===== src/design/glhr_pkg.sv =====
// ----------------------------------------------------------------------------
// Ghost LRU pair hit ratio: shared package
// Types, constants and command codes used by every module of the block but the RAM.
// ----------------------------------------------------------------------------
package glhr_pkg;

    localparam int GHOST_ENTRIES = 64;
    localparam int KEY_BITS      = 64;
    localparam int IDX_W         = $clog2(GHOST_ENTRIES);
    localparam int CNT_W         = $clog2(GHOST_ENTRIES + 1);
    localparam int CAP_W         = 7;
    localparam int HIT_W         = 32;
    localparam int RATIO_W       = 16;
    localparam int KEY_IN_W      = 64;
    localparam int CMD_W         = 2;

    typedef enum logic [CMD_W-1:0] {
        CMD_DEMOTE_PUT = 2'd0,
        CMD_READ_PUT   = 2'd1,
        CMD_PROBE      = 2'd2,
        CMD_CLEAR      = 2'd3
    } t_cmd;

    typedef enum logic {
        REG_DEMOTE_CAP = 1'b0,
        REG_READ_CAP   = 1'b1
    } t_reg_idx;

    // Request from the sequencer to one ghost list.
    typedef struct packed {
        logic                start;
        logic                is_put;
        logic [CNT_W-1:0]    cap;
        logic [KEY_BITS-1:0] key;
    } t_list_req;

    // Status from one ghost list back to the sequencer.
    typedef struct packed {
        logic done;
        logic hit;
    } t_list_rsp;

    // Clamp a capacity register to 1..GHOST_ENTRIES.
    function automatic logic [CNT_W-1:0] eff_cap(input logic [CAP_W-1:0] c);
        logic [CNT_W-1:0] r;
        if (c == '0) begin
            r = CNT_W'(1);
        end else if (32'(c) > GHOST_ENTRIES) begin
            r = CNT_W'(GHOST_ENTRIES);
        end else begin
            r = CNT_W'(c);
        end
        return r;
    endfunction

endpackage


===== src/design/glhr_div.sv =====
// ----------------------------------------------------------------------------
// Serial ratio divider
// Restoring division of hits * 2^16 by the hit sum, one quotient bit a cycle.
// ----------------------------------------------------------------------------
module glhr_div (
    input  logic                              i_clk,
    input  logic                              i_rst_n,
    input  logic                              i_start,
    input  logic [glhr_pkg::HIT_W-1:0]        i_num,
    input  logic [glhr_pkg::HIT_W:0]          i_den,
    output logic                              o_done,
    output logic [glhr_pkg::RATIO_W-1:0]      o_ratio
);
    import glhr_pkg::*;

    localparam int QW = HIT_W + RATIO_W;

    logic [QW-1:0]    r_quo;
    logic [HIT_W+1:0] r_rem;
    logic [HIT_W:0]   r_den;
    logic [5:0]       r_cnt;
    logic             r_busy;
    logic [HIT_W+1:0] trial;

    assign trial = {r_rem[HIT_W:0], r_quo[QW-1]};

    // One shift-subtract step per cycle over all quotient bits.
    always_ff @(posedge i_clk) begin
        if (!i_rst_n) begin
            r_busy <= 1'b0;
            o_done <= 1'b0;
        end else begin
            o_done <= 1'b0;
            if (i_start) begin
                r_quo  <= {i_num, {RATIO_W{1'b0}}};
                r_rem  <= '0;
                r_den  <= i_den;
                r_cnt  <= 6'(QW);
                r_busy <= 1'b1;
            end else if (r_busy) begin
                if (trial >= {1'b0, r_den}) begin
                    r_rem <= trial - {1'b0, r_den};
                    r_quo <= {r_quo[QW-2:0], 1'b1};
                end else begin
                    r_rem <= trial;
                    r_quo <= {r_quo[QW-2:0], 1'b0};
                end
                r_cnt <= r_cnt - 6'd1;
                if (r_cnt == 6'd1) begin
                    r_busy <= 1'b0;
                    o_done <= 1'b1;
                end
            end
        end
    end

    // Saturate to Q0.16; a zero divisor gives zero.
    always_comb begin
        if (r_den == '0) begin
            o_ratio = '0;
        end else if (r_quo[QW-1:RATIO_W] != '0) begin
            o_ratio = '1;
        end else begin
            o_ratio = r_quo[RATIO_W-1:0];
        end
    end
endmodule


===== config.mk =====
export PLATFORM = sky130hd
export DESIGN_NAME = glhr_div
export DESIGN_NICKNAME = d
export VERILOG_FILES = /design/src/design/glhr_pkg.sv /design/src/design/glhr_div.sv
export SDC_FILE = /design/constraint.sdc
export NUM_CORES = 1
export LEC_CHECK = 0
export ABC_AREA = 1
export ABC_CLOCK_PERIOD_IN_PS = 4800
export BUFFER_PORTS_ARGS = -buffer_cell sky130_fd_sc_hd__clkbuf_2
export CORE_MARGIN = 2
export CORE_UTILIZATION = 60
export DETAILED_ROUTE_END_ITERATION = 10
export HOLD_SLACK_MARGIN = 0.1
export PLACE_DENSITY_LB_ADDON = 0.3
export SLEW_MARGIN = 20
export SYNTH_ARGS = -nofsm -noshare
export SYNTH_HDL_FRONTEND = slang
export SYNTH_SLANG_ARGS = --single-unit

===== constraint.sdc =====
create_clock -name i_clk -period 4.8 [get_ports i_clk]
set_input_delay 0.96 -clock i_clk [delete_from_list [all_inputs] [get_ports i_clk]]
set_output_delay 0.96 -clock i_clk [all_outputs]
set_load 0.05 [all_outputs]

==> flow_summary.json <==
{
  "status": "complete, no violations",
  "vias": 6495,
  "hold_viol_final": 0,
  "num_io_pins": 85,
  "crit_type": "register to output port",
  "startpoint": "r_den[28]",
  "tightest_slew_ps": 1039,
  "timing.slew.headroom": 0.3049,
  "synthCells": 987,
  "yosysUniqueCellTypes": 31,
  "synth_seq_cells": 122,
  "gp_congestion": 0.9840,
  "initial_core_util": 0.6116,
  "drt-initial-drc-count": 517,
  "cts_tree": "done",
  "antenna_found_initial": 0,
  "synth_edf_count": 120,
  "drt_wl_total_mm": 17.56,
  "ctsHoldBuffers": 0,
  "htree_levels": 4,
  "fin_crit_ps": 3822,
  "maxCapViolCount": 0,
  "place_hpwl_mm": 13.03,
  "p_per_area_nw_per_um2": 394.9,
  "cts_root_buf": "clkbuf_16",
  "cts_buffer_depth": 2,
  "wl_per_cell_um": 13.94,
  "fin_util": 0.7026,
  "ys.flop_type": "edfxtp_1",
  "r2r_slack_ps": 1670,
  "synth_nets": 1091,
  "grtUsageTotal": 0.2755,
  "grt_overflow": 0,
  "hold_depth": 2,
  "rr_startpoint": "r_quo[47]",
  "critical_path_required_ps": 3840,
  "hp-start": "r_busy",
  "fill_cells": 1027,
  "layout_commonest_cell": "nand2_1",
  "slew_violations": 0,
  "cts_buffers": 17,
  "final_cell_mix": "nand2_1 (306), inv_1 (162), nor2_1 (139)",
  "layout_worst_path_cycle_share": 0.7962,
  "end_kind": "output port",
  "worstPathArrival_ps": 2860,
  "async_flop_share": 0,
  "antenna_cells": 0,
  "yosysTopAreaCell": "edfxtp_1",
  "min_path_type": "register to register",
  "ir_worst_vdd_mv": 0.3015,
  "postCtsSetupBuffers": 0,
  "critPathLaunchType": "register",
  "synth_top_area_frac": 0.4707,
  "multiInputGateArea_um2": 3264,
  "synthTopCellsByArea": "edfxtp_1 (47%), nand2_1 (15%), inv_1 (7.9%)",
  "drc": 0,
  "area_growth_pct": 14.89,
  "register_area_um2": 3643,
  "cts.sinks": 122,
  "fin_setup_tns_ps": 0,
  "final_nets": 1179,
  "synth_area_um2": 7655,
  "die_area_um2": 13680,
  "fmax_mhz": 261.7,
  "skew_ps": 9.418,
  "syn_area_per_cell_um2": 7.756,
  "row_count": 41,
  "port_buffers": 84,
  "reg2reg_to": "r_rem[12]",
  "synth_seq_area_share": 0.4760,
  "reg2reg_depth": 13,
  "cts.clk_slew.worst_paths_ps": 50,
  "crit_fanout": 16,
  "grt_max_degree": 55,
  "core_um2": 12520,
  "setup_viol": 0,
  "cts_resized": 0,
  "die_x_um": 117.0,
  "yosysWarnings": 0,
  "p_leak_uw": 0.004337,
  "grt_pass1_wl_mm": 28.88,
  "grt_pass1_vias": 6215,
  "rsz0062_at_grt": "no",
  "worstSkewPairLatency_ps": 420,
  "routed_via_density": 5.155,
  "fp.dieH_um": 117.0,
  "drive_above_1_share": 0.1351,
  "first_pass_iters": 5,
  "hold_end": "o_done",
  "ant_nets": 0
}
layout make-up:
type                       count  share of cell area
tap                          172             0.02447
sequential                   122              0.4143
clock inverter                13             0.01451
multi-input combinational    673              0.3712
inverter                     170             0.07256
clock buffer                  19             0.04922
timing repair buffer          91             0.05378
layer usage:
layer / share of wire / vias up / global-route usage
met4: 0.028 / 0 / 0.1208
met3: 0.060 / 35 / 0.04995
met2: 0.47 / 213 / 0.4435
met5: 0 / - / 0
met1: 0.45 / 2926 / 0.3682
li1: - / 3321 / -
cells by family (layout without fill, tap and decap cells):
group,after synthesis,count (layout),share of synthesized area
xor+xnor,16,16,0.01831
buf+inv,192,293,0.09856
flops,122,122,0.4760
fa+ha+maj,36,36,0.05982
compound gates,94,94,0.06538
simple gates,527,527,0.2820
where the power goes:
part,switching [µW],internal [µW]
logic,592,295
clock network,463,756
registers,54.0,1310
cell usage after synthesis (2+ instances only):
master	n
nand4_1	11
o21ai_1	17
xor2_1	16
o21ai_0	23
o21a_1	2
buf_2	3
o21bai_1	5
nand2_1	307
inv_2	8
buf_6	4
a21oi_1	44
nor2_2	4
dfxtp_1	2
nand3_1	27
ha_1	35
nand2_2	6
inv_1	162
nor2_4	2
nor3_1	8
nor3_2	2
nor4_1	15
and2_1	3
or2_2	2
nor2_1	139
clkbuf_1	15
edfxtp_1	120
state kept, by name, indices dropped and copies added (netlist names):
signal / flops
r_cnt: 6
r_busy: 1
r_quo: 48
r_den: 33
r_rem: 33
o_done: 1
stage by stage:
step                area, µm²  setup slack (ps)  hold slack [ps]  cells  total power, µW
floorplan                7655              1191            429.6    987             2043
global placement         8234              1572            508.5   1228             2238
detailed placement       8234              1431            517.7   1228             2253
CTS                      8795             972.2            528.4   1260             3474
global route             8795             792.4            543.5   1260             3665
finish                   8795             978.2            522.3   1260             3473
worst max-delay path by stage:
stage	endpoint	depth (start not counted)	slack (ps)
5_1_grt	o_ratio[8]	5	790
2_1_floorplan	r_cnt[0]	3	1190
3_3_place_gp	o_ratio[9]	5	1570
4_1_cts	o_ratio[3]	5	970
6_report	o_ratio[4]	5	980
3_5_place_dp	o_ratio[3]	5	1430
critical path, cell delays in order (launching register included):
cell      delay (ps)
edfxtp_1         390
nor4_1           520
nand4_1          350
nor3_2           790
a21oi_1          110
clkbuf_2         280
Note: power is estimated with default switching activity, not from simulation.
